`config.mk`:
```
export PLATFORM = sky130hd
export DESIGN_NAME = addressed_frame_receiver_top_flat
export DESIGN_NICKNAME = d
export VERILOG_FILES = /design/src/hw/rtl/afr_pkg.sv /design/src/hw/rtl/afr_if.sv /design/src/hw/rtl/addressed_frame_receiver_top.sv /design/src/flat_wrapper.sv
export SDC_FILE = /design/constraint.sdc
export NUM_CORES = 1
export LEC_CHECK = 0
export BUFFER_PORTS_ARGS = -buffer_cell sky130_fd_sc_hd__buf_2
export CELL_PAD_IN_SITES_DETAIL_PLACEMENT = 0
export CELL_PAD_IN_SITES_GLOBAL_PLACEMENT = 1
export CORE_MARGIN = 2
export CORE_UTILIZATION = 45
export CTS_CLUSTER_DIAMETER = 150
export DETAILED_ROUTE_END_ITERATION = 8
export GPL_ROUTABILITY_DRIVEN = 0
export PLACE_DENSITY = 0.86
export SLEW_MARGIN = 0
export SYNTH_ARGS = -nofsm -noshare
export SYNTH_HDL_FRONTEND = slang
export SYNTH_SLANG_ARGS = --single-unit
```
`constraint.sdc`:
```
create_clock -name clk -period 12.35 [get_ports clk]
set_input_delay 1.235 -clock clk [delete_from_list [all_inputs] [get_ports clk]]
set_output_delay 1.235 -clock clk [all_outputs]
set_load 0.1 [all_outputs]
```
`src/hw/rtl/afr_pkg.sv`:
```
`timescale 1ns / 1ps
// Shared constants, types and the CRC byte update for the addressed frame receiver.
package afr_pkg;

	localparam int unsigned BYTE_BITS = 8;
	localparam int unsigned HDR_LEN   = 6;
	localparam int unsigned SUM_LEN   = 5;
	localparam int unsigned CRC_BITS  = 16;
	localparam int unsigned ADDR_BITS = 16;
	localparam int unsigned APB_DATA_BITS = 32;
	localparam int unsigned APB_ADDR_BITS = 2;

	localparam logic [CRC_BITS-1:0] CRC_INIT = 16'hFFFF;
	localparam logic [CRC_BITS-1:0] CRC_POLY = 16'hA001;

	// Register byte addresses.
	localparam logic [APB_ADDR_BITS-1:0] REG_LOCAL_ADDRESS = 2'd0;

	typedef logic [BYTE_BITS-1:0] byte_t;

	typedef struct packed {
		byte_t payload_byte;
		logic  is_payload;
		logic  frame_last;
		logic  crc_good;
		byte_t frame_length;
	} result_t;

	// Reflected CRC-16 update over one byte, one bit per step.
	function automatic logic [CRC_BITS-1:0] crc_byte(input logic [CRC_BITS-1:0] crc,
		input byte_t b);
		logic [CRC_BITS-1:0] c;
		c = crc ^ {{(CRC_BITS-BYTE_BITS){1'b0}}, b};
		for (int i = 0; i < BYTE_BITS; i++) begin
			if (c[0]) begin
				c = (c >> 1) ^ CRC_POLY;
			end else begin
				c = c >> 1;
			end
		end
		return c;
	endfunction

endpackage

```
`src/hw/rtl/afr_if.sv`:
```
`timescale 1ns / 1ps
// Valid/ready channel interfaces for received bytes and frame results.
interface afr_rx_if;
	import afr_pkg::*;
	logic  valid;
	logic  ready;
	byte_t data_byte;

	modport source (output valid, output data_byte, input ready);
	modport sink (input valid, input data_byte, output ready);
endinterface

interface afr_res_if;
	import afr_pkg::*;
	logic  valid;
	logic  ready;
	byte_t payload_byte;
	logic  is_payload;
	logic  frame_last;
	logic  crc_good;
	byte_t frame_length;

	modport source (output valid, output payload_byte, output is_payload, output frame_last,
		output crc_good, output frame_length, input ready);
	modport sink (input valid, input payload_byte, input is_payload, input frame_last,
		input crc_good, input frame_length, output ready);
endinterface

```
`src/hw/rtl/addressed_frame_receiver_top.sv`:
```
`timescale 1ns / 1ps
// Addressed frame receiver: header hunt, payload pass-through and CRC-16 check.
//
//  channel  | dir | beat contents
//  ---------+-----+------------------------------------------------------------
//  rx       | in  | data_byte: one received byte
//  res      | out | payload_byte, is_payload, frame_last, crc_good, frame_length
//  apb      | in  | local_address at byte address 0 (write and read)
//
// One byte is taken per cycle while rx.ready is high. Header check and CRC update run in
// the same cycle as the accept, and the result is registered before it shows on res.
// A result register plus one skid register sit on res; rx.ready drops only while the
// skid register holds a beat, so a stall on res reaches rx through the skid register.
// Reset clears the header window, mode, count and local_address and sets the CRC to CRC_INIT; no clearing pass.
module addressed_frame_receiver_top (
	input  logic                                clk,
	input  logic                                arst_n,
	afr_rx_if.sink                              rx,
	afr_res_if.source                           res,
	input  logic                                psel,
	input  logic                                penable,
	input  logic                                pwrite,
	input  logic [afr_pkg::APB_ADDR_BITS-1:0]   paddr,
	input  logic [afr_pkg::APB_DATA_BITS-1:0]   pwdata,
	output logic [afr_pkg::APB_DATA_BITS-1:0]   prdata,
	output logic                                pready
);
	import afr_pkg::*;

	logic [ADDR_BITS-1:0] addr_q;
	byte_t                win_q [HDR_LEN];
	logic                 in_payload_q;
	logic [CRC_BITS-1:0]  crc_q;
	byte_t                remain_q;

	result_t out_s1;
	logic    out_valid_s1;
	result_t skid_q;
	logic    skid_valid_q;

	byte_t               win_next [HDR_LEN];
	byte_t               sum;
	logic                hit;
	logic                last;
	logic [CRC_BITS-1:0] crc_next;
	logic [CRC_BITS-1:0] hdr_crc;
	logic                accept;
	logic                push;
	logic                pop;
	result_t             res_new;

	// Configuration port.
	assign pready = 1'b1;

	always_comb begin
		prdata = '0;
		if (paddr == REG_LOCAL_ADDRESS) begin
			prdata = {{(APB_DATA_BITS-ADDR_BITS){1'b0}}, addr_q};
		end
	end

	always_ff @(posedge clk or negedge arst_n) begin
		if (!arst_n) begin
			addr_q <= '0;
		end else if (psel && penable && pwrite && pready && paddr == REG_LOCAL_ADDRESS) begin
			addr_q <= pwdata[ADDR_BITS-1:0];
		end
	end

	// Header window as it stands after shifting in the current byte.
	always_comb begin
		for (int i = 0; i < HDR_LEN - 1; i++) begin
			win_next[i] = win_q[i+1];
		end
		win_next[HDR_LEN-1] = rx.data_byte;
		sum = '0;
		for (int i = 0; i < SUM_LEN; i++) begin
			sum = sum + win_next[i];
		end
		hit = (win_next[0] == addr_q[ADDR_BITS-1 -: BYTE_BITS])
			&& (win_next[1] == addr_q[BYTE_BITS-1:0])
			&& (sum == win_next[SUM_LEN]);
	end

	assign hdr_crc  = {win_q[2], win_q[3]};
	assign crc_next = crc_byte(crc_q, rx.data_byte);
	assign last     = (remain_q <= 8'd1);

	assign rx.ready = !skid_valid_q;
	assign accept   = rx.valid && rx.ready;

	always_comb begin
		res_new = '0;
		push    = 1'b0;
		if (in_payload_q) begin
			push                 = accept;
			res_new.payload_byte = rx.data_byte;
			res_new.is_payload   = 1'b1;
			res_new.frame_last   = last;
			res_new.crc_good     = last && (crc_next == hdr_crc);
			res_new.frame_length = win_q[4];
		end else begin
			// A zero-length header completes its frame at once.
			push                 = accept && hit && (win_next[4] == '0);
			res_new.frame_last   = 1'b1;
			res_new.crc_good     = ({win_next[2], win_next[3]} == CRC_INIT);
		end
	end

	always_ff @(posedge clk or negedge arst_n) begin
		if (!arst_n) begin
			for (int i = 0; i < HDR_LEN; i++) begin
				win_q[i] <= '0;
			end
			in_payload_q <= 1'b0;
			crc_q        <= CRC_INIT;
			remain_q     <= '0;
		end else if (accept) begin
			if (in_payload_q) begin
				crc_q    <= crc_next;
				remain_q <= last ? '0 : remain_q - 8'd1;
				if (last) begin
					in_payload_q <= 1'b0;
				end
			end else begin
				win_q <= win_next;
				if (hit && win_next[4] != '0) begin
					in_payload_q <= 1'b1;
					remain_q     <= win_next[4];
					crc_q        <= CRC_INIT;
				end
			end
		end
	end

	// Result register with a skid register behind it.
	assign pop = out_valid_s1 && res.ready;

	always_ff @(posedge clk or negedge arst_n) begin
		if (!arst_n) begin
			out_valid_s1 <= 1'b0;
			skid_valid_q <= 1'b0;
		end else if (!out_valid_s1 || pop) begin
			if (skid_valid_q) begin
				out_valid_s1 <= 1'b1;
				skid_valid_q <= 1'b0;
			end else begin
				out_valid_s1 <= push;
			end
		end else if (push) begin
			skid_valid_q <= 1'b1;
		end
	end

	always_ff @(posedge clk) begin
		if (!out_valid_s1 || pop) begin
			out_s1 <= skid_valid_q ? skid_q : res_new;
		end
		if (push && out_valid_s1 && !pop) begin
			skid_q <= res_new;
		end
	end

	assign res.valid        = out_valid_s1;
	assign res.payload_byte = out_s1.payload_byte;
	assign res.is_payload   = out_s1.is_payload;
	assign res.frame_last   = out_s1.frame_last;
	assign res.crc_good     = out_s1.crc_good;
	assign res.frame_length = out_s1.frame_length;

endmodule

```
`src/flat_wrapper.sv`:
```
// flat-port wrapper written by rule: the top's interface ports become plain ports
module addressed_frame_receiver_top_flat import afr_pkg::*;
  (clk, arst_n, psel, penable, pwrite, paddr, pwdata, prdata, pready, rx_valid, rx_data_byte, rx_ready, res_valid, res_payload_byte, res_is_payload, res_frame_last, res_crc_good, res_frame_length, res_ready);
  afr_rx_if rx_i ();
  afr_res_if res_i ();
  input  logic clk;
  input  logic arst_n;
  input  logic psel;
  input  logic penable;
  input  logic pwrite;
  input  logic [afr_pkg::APB_ADDR_BITS-1:0] paddr;
  input  logic [afr_pkg::APB_DATA_BITS-1:0] pwdata;
  output logic [afr_pkg::APB_DATA_BITS-1:0] prdata;
  output logic pready;
  input wire logic [$bits(rx_i.valid)-1:0] rx_valid;
  input wire logic [$bits(rx_i.data_byte)-1:0] rx_data_byte;
  output wire logic [$bits(rx_i.ready)-1:0] rx_ready;
  output wire logic [$bits(res_i.valid)-1:0] res_valid;
  output wire logic [$bits(res_i.payload_byte)-1:0] res_payload_byte;
  output wire logic [$bits(res_i.is_payload)-1:0] res_is_payload;
  output wire logic [$bits(res_i.frame_last)-1:0] res_frame_last;
  output wire logic [$bits(res_i.crc_good)-1:0] res_crc_good;
  output wire logic [$bits(res_i.frame_length)-1:0] res_frame_length;
  input wire logic [$bits(res_i.ready)-1:0] res_ready;
  assign rx_i.valid = rx_valid;
  assign rx_i.data_byte = rx_data_byte;
  assign rx_ready = rx_i.ready;
  assign res_valid = res_i.valid;
  assign res_payload_byte = res_i.payload_byte;
  assign res_is_payload = res_i.is_payload;
  assign res_frame_last = res_i.frame_last;
  assign res_crc_good = res_i.crc_good;
  assign res_frame_length = res_i.frame_length;
  assign res_i.ready = res_ready;
  addressed_frame_receiver_top u_core (.clk(clk), .arst_n(arst_n), .rx(rx_i), .res(res_i), .psel(psel), .penable(penable), .pwrite(pwrite), .paddr(paddr), .pwdata(pwdata), .prdata(prdata), .pready(pready));
endmodule
```
-- Word level (Yosys, flattened, before mapping)
Index checks and enable logic that the tools add are counted.
- bits in registers: 121
- bits in latches: 0
- bits in writable memories: 0
- ROM bits: 0
- bits of input ports: 49
- logic and storage cells: 91
- memories kept: 0
- add/subtract/negate cells: 5
- multiply operators: 0
- div/mod/pow operators: 0
- magnitude comparators: 1
- equal/unequal tests: 5
- shift-type cells: 0
- multiplexer cells: 25
- bitwise logic cells: 10
- reduce and logical (&&, ||, !) cells: 24
- operator list (operator ; number):
    16-bit two-way mux ; 11
    8-bit adder ; 4
    8-bit two-way mux ; 4
    8-bit equality test ; 3
    2-bit NOT with 3-bit output ; 8
    19-bit two-way mux ; 1
    16-bit equality test ; 1
    16-bit equality test (second input constant) ; 1
    16-bit by 8-bit XOR with 16-bit output ; 1
    1-bit logical AND ; 13
    9-bit two-way mux ; 1
    8-bit by 1-bit <= comparator with 1-bit output (second input constant) ; 1
    8-bit logical NOT ; 1
    8-bit nonzero test ; 1
    8-bit by 1-bit subtractor with 8-bit output (second input constant) ; 1
    1-bit two-way mux ; 7
    2-bit AND reduction ; 2
    2-bit nonzero test ; 2
    1-bit logical NOT ; 3
    2-bit logical NOT ; 1
    2-bit two-way mux ; 1
    1-bit logical OR ; 1
    1-bit NOT ; 1

-- Depth between registers and ports, before layout
- word-level depth: 21
- gate-level depth with buffers: 16
- mapped depth without buffers: 15

-- Worst setup path after synthesis
No wires, ideal clock.
- path type: reg-to-reg
- start point: register u_core.win_q, in the netlist u_core.hdr_crc[1]
- end point: register u_core.skid_q[0] (netlist bit) (enable)
- setup time: 0.419 ns
- arrival time: 4.915 ns
- data required time: 11.931 ns
- setup slack: 7.016 ns
- stages on the path, launching flop included: 14
- period minus slack after synthesis: 5.334 ns
- path through: dfrtp_1 fa_1 fa_1 fa_1 ha_1 inv_1 fa_1 xor2_1 nand4_1 nor4_1 o2111ai_1 nor2_1 a31oi_1 nor3_1
- longest elaborated chain between the ends: 10
- ends and longest elaborated chain (item ; line ; RTL):
    start, declared ; addressed_frame_receiver_top.sv:31 ; byte_t win_q [HDR_LEN];
    start signal, assigned ; addressed_frame_receiver_top.sv:126 ; win_q <= win_next;
    8-bit adder (3 in series) ; addressed_frame_receiver_top.sv:78 ; sum = sum + win_next[i];
    8-bit equality test ; addressed_frame_receiver_top.sv:82 ; && (sum == win_next[SUM_LEN]);
    1-bit logical AND ; addressed_frame_receiver_top.sv:82 ;
    1-bit logical AND (2 in series) ; addressed_frame_receiver_top.sv:104 ; push = accept && hit && (win_next[4] == '0);
    1-bit two-way mux ; addressed_frame_receiver_top.sv:95 ; if (in_payload_q) begin
    1-bit logical AND (2 in series) ; addressed_frame_receiver_top.sv:159 ; if (push && out_valid_s1 && !pop) begin
    end signal, assigned ; addressed_frame_receiver_top.sv:160 ; skid_q <= res_new;
    end, declared ; addressed_frame_receiver_top.sv:38 ; result_t skid_q;
Every way passes these cells.
A chain may end at the register's enable or synchronous reset.

-- Final worst setup path
- start point: register u_core.win_q, in the netlist u_core.hdr_crc[9]
- end point: register u_core.skid_q[4] (netlist bit) (enable)
- longest elaborated chain between the ends: 11
- elaborated cells between the ends (all ways): 13
- classes of those cells: 4 x add/sub; 2 x eq/ne; 1 x mux; 6 x reduce/logical
- ends and longest elaborated chain (item ; line):
    8-bit adder (4 in series) ; addressed_frame_receiver_top.sv:78
    8-bit equality test ; addressed_frame_receiver_top.sv:82
    1-bit logical AND * ; addressed_frame_receiver_top.sv:82
    1-bit logical AND * (2 in series) ; addressed_frame_receiver_top.sv:104
    1-bit two-way mux * ; addressed_frame_receiver_top.sv:95
    1-bit logical AND * (2 in series) ; addressed_frame_receiver_top.sv:159
Mark *: on every way between the ends. The rest lies on a longest branch, timed or not.

==> impl.org <==
** Detailed routing
- Post-route DRC :: 0
- The pre-antenna-repair detailed-routing pass consisted of 4 iterations.
- In the final routed layout, each cell accounts on average for 17.5 um.
- After detailed routing, the total wire length is approximately 14 mm.
- Once detail routing completed, the nets flagged for antenna violations numbered 0.
- Dividing the detail-routed via count by the number of cells gives between 5 and 6.
- Initial drt markers :: ~190
- Via total after detailed routing :: between 4k and 5k

** Timing
- Accumulated negative setup slack :: 0 ns
- Fmax :: between 150 and 200 MHz
- Post-layout minimum cycle time :: between 5 and 6 ns
- Slew of the pin with the lowest slew margin :: roughly 1.2 ns
- Relative slew margins :: 22.3%
- Of the available clock period, the critical path in the final layout requires ~42%.
- Final Hold Violating Endpoints :: 0
- Across all setup checks in the final design, the least slack found is 7.22 ns.
- On the final layout, the worst clock skew is around 0.0065 ns.
- Unrepaired setup endpoints after global routing :: false
- Pins over their slew limit :: 0
- Setup violations remaining at the end of the flow were counted as 0.

** GRT
- GRT Overall Usage :: 18.9%
- Pin count of the biggest net entering global routing :: 84
- Vias in the first global route :: 4,444
- The initial antenna violation count is 0.
- Total congestion overflow after global routing :: 0
- First-pass GRT wire length :: ~23 mm
- GR Util met1 :: between 20% and 30%
- Met2 track demand over resource :: approximately 30%
- For met3 alone, demand over resource in global routing was under 10%.
- The global routing stage identified its most utilized layer as met2.

** Yosys
- Yosys mapped a number of flops with a built-in enable equal to 38.
- After synthesis the cells add up to 0.00663 mm2.
- Total of flip-flops plus latches after synthesis :: 121
- Synth warn :: 0
- For this run, the leading register cell type out of synthesis is dfrtp_1.
- Mean instance size in the synthesized netlist :: ~12 um2
- The cell count after synthesis came out at roughly 540.
- After synthesis, the share of flip-flops with an asynchronous set or reset is 68.6%.
- Of the synthesized area, sequential elements account for between 40 and 50%.
- The number of different library cells used by synthesis comes to 55.

** Critical path
- Dominant cell type by count on the critical path :: fa_1
- Worst setup path category :: reg2reg
- Worst-path maximum fanout :: 16
- STA classifies the critical path startpoint as a flip-flop.
- Data on the critical path is required at its endpoint by about 12 ns.
- Delay-heaviest family, CP :: adder cells
- Minimum setup slack among reg-to-reg paths :: 7.22 ns
- The critical path contains buffers and inverters numbering 2 combined.
- Endpoint type of the worst setup path :: flip-flop
- Critical path, cell by cell :: fa_1 -> fa_1 -> fa_1 -> ha_1 -> inv_1 -> fa_1 -> xor2_1 -> nand4_1 -> nor4_1 -> o2111ai_1 -> nor2_1 -> a31oi_1 -> nor3_2 -> buf_4
- Delay contributed by the slowest stage of the critical path :: 0.56 ns
- The largest individual stage delay along the critical path comes from the cell fa_1.
- Crit path DAT :: ~5.2 ns

** Die
- For this design the top-level I/O count stands at 103.
- The initial utilization of the core area, before any placement, comes to about 46%.
- Cell Rows :: 44
- Core area :: 0.0145 mm2
- The die is between 100 and 150 um tall.
- The floorplan step defined a die boundary enclosing 0.0157 mm2.
- Width of the die :: between 100 and 150 um

** Clock tree
- The number of clock buffers added by TritonCTS is 17.
- Worst-case clock buffer depth :: 2
- CTS sink cnt :: approximately 120
- Once the clock tree was built, the setup fixing pass inserted 0 buffers.
- In this run, post-CTS hold repair placed 0 buffers.
- Worst-path clk slew :: around 0.060 ns
- Root buffer cell :: clkbuf_16
- TritonCTS built the clock tree.
- Number of gates given a new drive strength after cts :: 0
- The H-tree was split into 4 levels.
- The clock reaches the later pin of the worst-skew pair after between 0.4 and 0.5 ns.

** Place
- At the placement stage, the worst setup path has a slack of 7.24 ns.
- In this run the cell area measured after placement is between 0.007 and 0.008 mm2.
- Detailed Place HPWL :: 10.3 mm
- IO Port Bufs :: 69

** Job
- Reported max-cap violation count :: 0

** Finish
- Relative to the synthesized area, the layout overhead comes to 15.9%.
- Total non-filler cell area in the finished layout :: between 0.007 and 0.008 mm2
- Layout cell share with drive strength beyond 1 :: about a third
- In the final design database the tool counted just under 700 nets.
- The layout has about 1.2k filler cells.
- The repair_antennas step left the layout with diodes totalling 0.

** Hold path
- Type of the worst min-delay path :: reg2reg

** Status
- The run finished with clean final reports.
layout make-up:
| cell class | count | area [um2] | area share [%] |
|---|---|---|---|
| Clock inverter | 13 | 130 | 1.69 |
| Sequential cell | 121 | 3240 | 42.1 |
| Multi-Input combinational cell | 384 | 3210 | 41.7 |
| Inverter | 16 | 60.1 | 0.781 |
| Tap cell | 184 | 230 | 3.00 |
| Clock buffer | 19 | 443 | 5.76 |
| Timing Repair Buffer | 73 | 378 | 4.92 |
per-layer routing:
| layer | vias up | part of all wire, % |
|---|---|---|
| met1 | 2151 | 46 |
| met2 | 149 | 47 |
| li1 | 2017 | - |
| met4 | 0 | 1.5 |
| met3 | 21 | 5.2 |
| met5 | - | 0 |
metrics by stage:
step,hold WS (ns),instances,utilization [%]
2_1_floorplan,0.466,556,-
3_3_place_gp,0.496,778,49.1
3_5_place_dp,0.510,778,49.1
4_1_cts,0.519,810,53.1
5_1_grt,0.543,810,53.1
6_report,0.522,810,53.1
final timing paths:
path | start | endpoint | depth (start not counted)
min in group asynchronous | arst_n | u_core.addr_q[3]$_DFFE_PN0P_ | 1
worst max-delay path | u_core.hdr_crc[9]$_DFFE_PN0P_ | u_core.skid_q[4]$_DFFE_PP_ | 14
worst min-delay path | u_core.crc_q[13]$_DFFE_PN1P_ | u_core.crc_q[5]$_DFFE_PN1P_ | 2
worst min register to register | u_core.crc_q[13]$_DFFE_PN1P_ | u_core.crc_q[5]$_DFFE_PN1P_ | 2
max in group asynchronous | arst_n | u_core.win_next[20]$_DFFE_PN0P_ | 1
worst max register to register | u_core.hdr_crc[9]$_DFFE_PN0P_ | u_core.skid_q[4]$_DFFE_PP_ | 14
worst reg2reg max path: stages, from the launching register on:
cell	delay, ns
dfrtp_1	0.49
fa_1	0.57
fa_1	0.44
fa_1	0.50
ha_1	0.18
inv_1	0.07
fa_1	0.54
xor2_1	0.18
nand4_1	0.12
nor4_1	0.32
o2111ai_1	0.25
nor2_1	0.24
a31oi_1	0.23
nor3_2	0.38
buf_4	0.31
synth_stat cells (3+ instances only):
cell type	n	area share [%]
xnor2_1	47	6.2
a21oi_1	14	1.1
xor2_1	16	2.1
nand2_1	19	1.1
nor4_1	3	0.28
and4_1	4	0.53
o21ai_0	10	0.75
or4_1	4	0.45
nand3b_1	4	0.45
dfrtp_1	67	25
dfstp_2	16	6.3
mux2_2	69	12
edfxtp_1	38	17
ha_1	10	1.9
buf_4	17	1.9
and2_1	35	3.3
nor3_1	7	0.53
o31ai_1	3	0.34
fa_1	20	6.0
nand4_1	8	0.75
o211ai_1	4	0.45
xnor3_1	3	1.0
a22oi_1	9	1.0
inv_1	16	0.91
clkbuf_1	17	0.96
nor2_1	38	2.2
a21o_1	3	0.34
nand3_1	7	0.53
placed cells by master (no fill, tap or decap), drive strengths merged, types with 8 or more instances in the layout:
| master | instances |
|---|---|
| fa | 20 |
| conb | 17 |
| dfrtp | 67 |
| nand4 | 8 |
| nand2 | 20 |
| a21oi | 14 |
| buf | 73 |
| o21ai | 11 |
| a22oi | 9 |
| xnor2 | 49 |
| ha | 10 |
| clkbuf | 19 |
| nor2 | 38 |
| inv | 16 |
| nor3 | 8 |
| and2 | 35 |
| dfstp | 16 |
| mux2 | 71 |
| xor2 | 16 |
| edfxtp | 38 |
flip-flops by register name, summed over array words and instances, names as in the netlist, 8 cells and up:
signal                   cells
u_core.hdr_crc              16
u_core.skid_q               19
u_core.res.frame_length      8
u_core.crc_q                16
u_core.remain_q              8
u_core.res.payload_byte      8
u_core.addr_q               16
u_core.win_next             24
kinds of logic after synthesis:
logic type,count (synthesis),synth area share (%)
AOI/OAI and AO/OA,60,6.11
xor gates and xnor gates,68,9.83
adders and majority gates,30,7.93
buffers and inverters,51,3.85
DFF,121,48.8
muxes,72,12.2
other,2,0.113
and+or+nand+nor,137,11.1
Power is not shown: default switching activity piles up to over one toggle a cycle in this logic, so the estimate is an artifact.
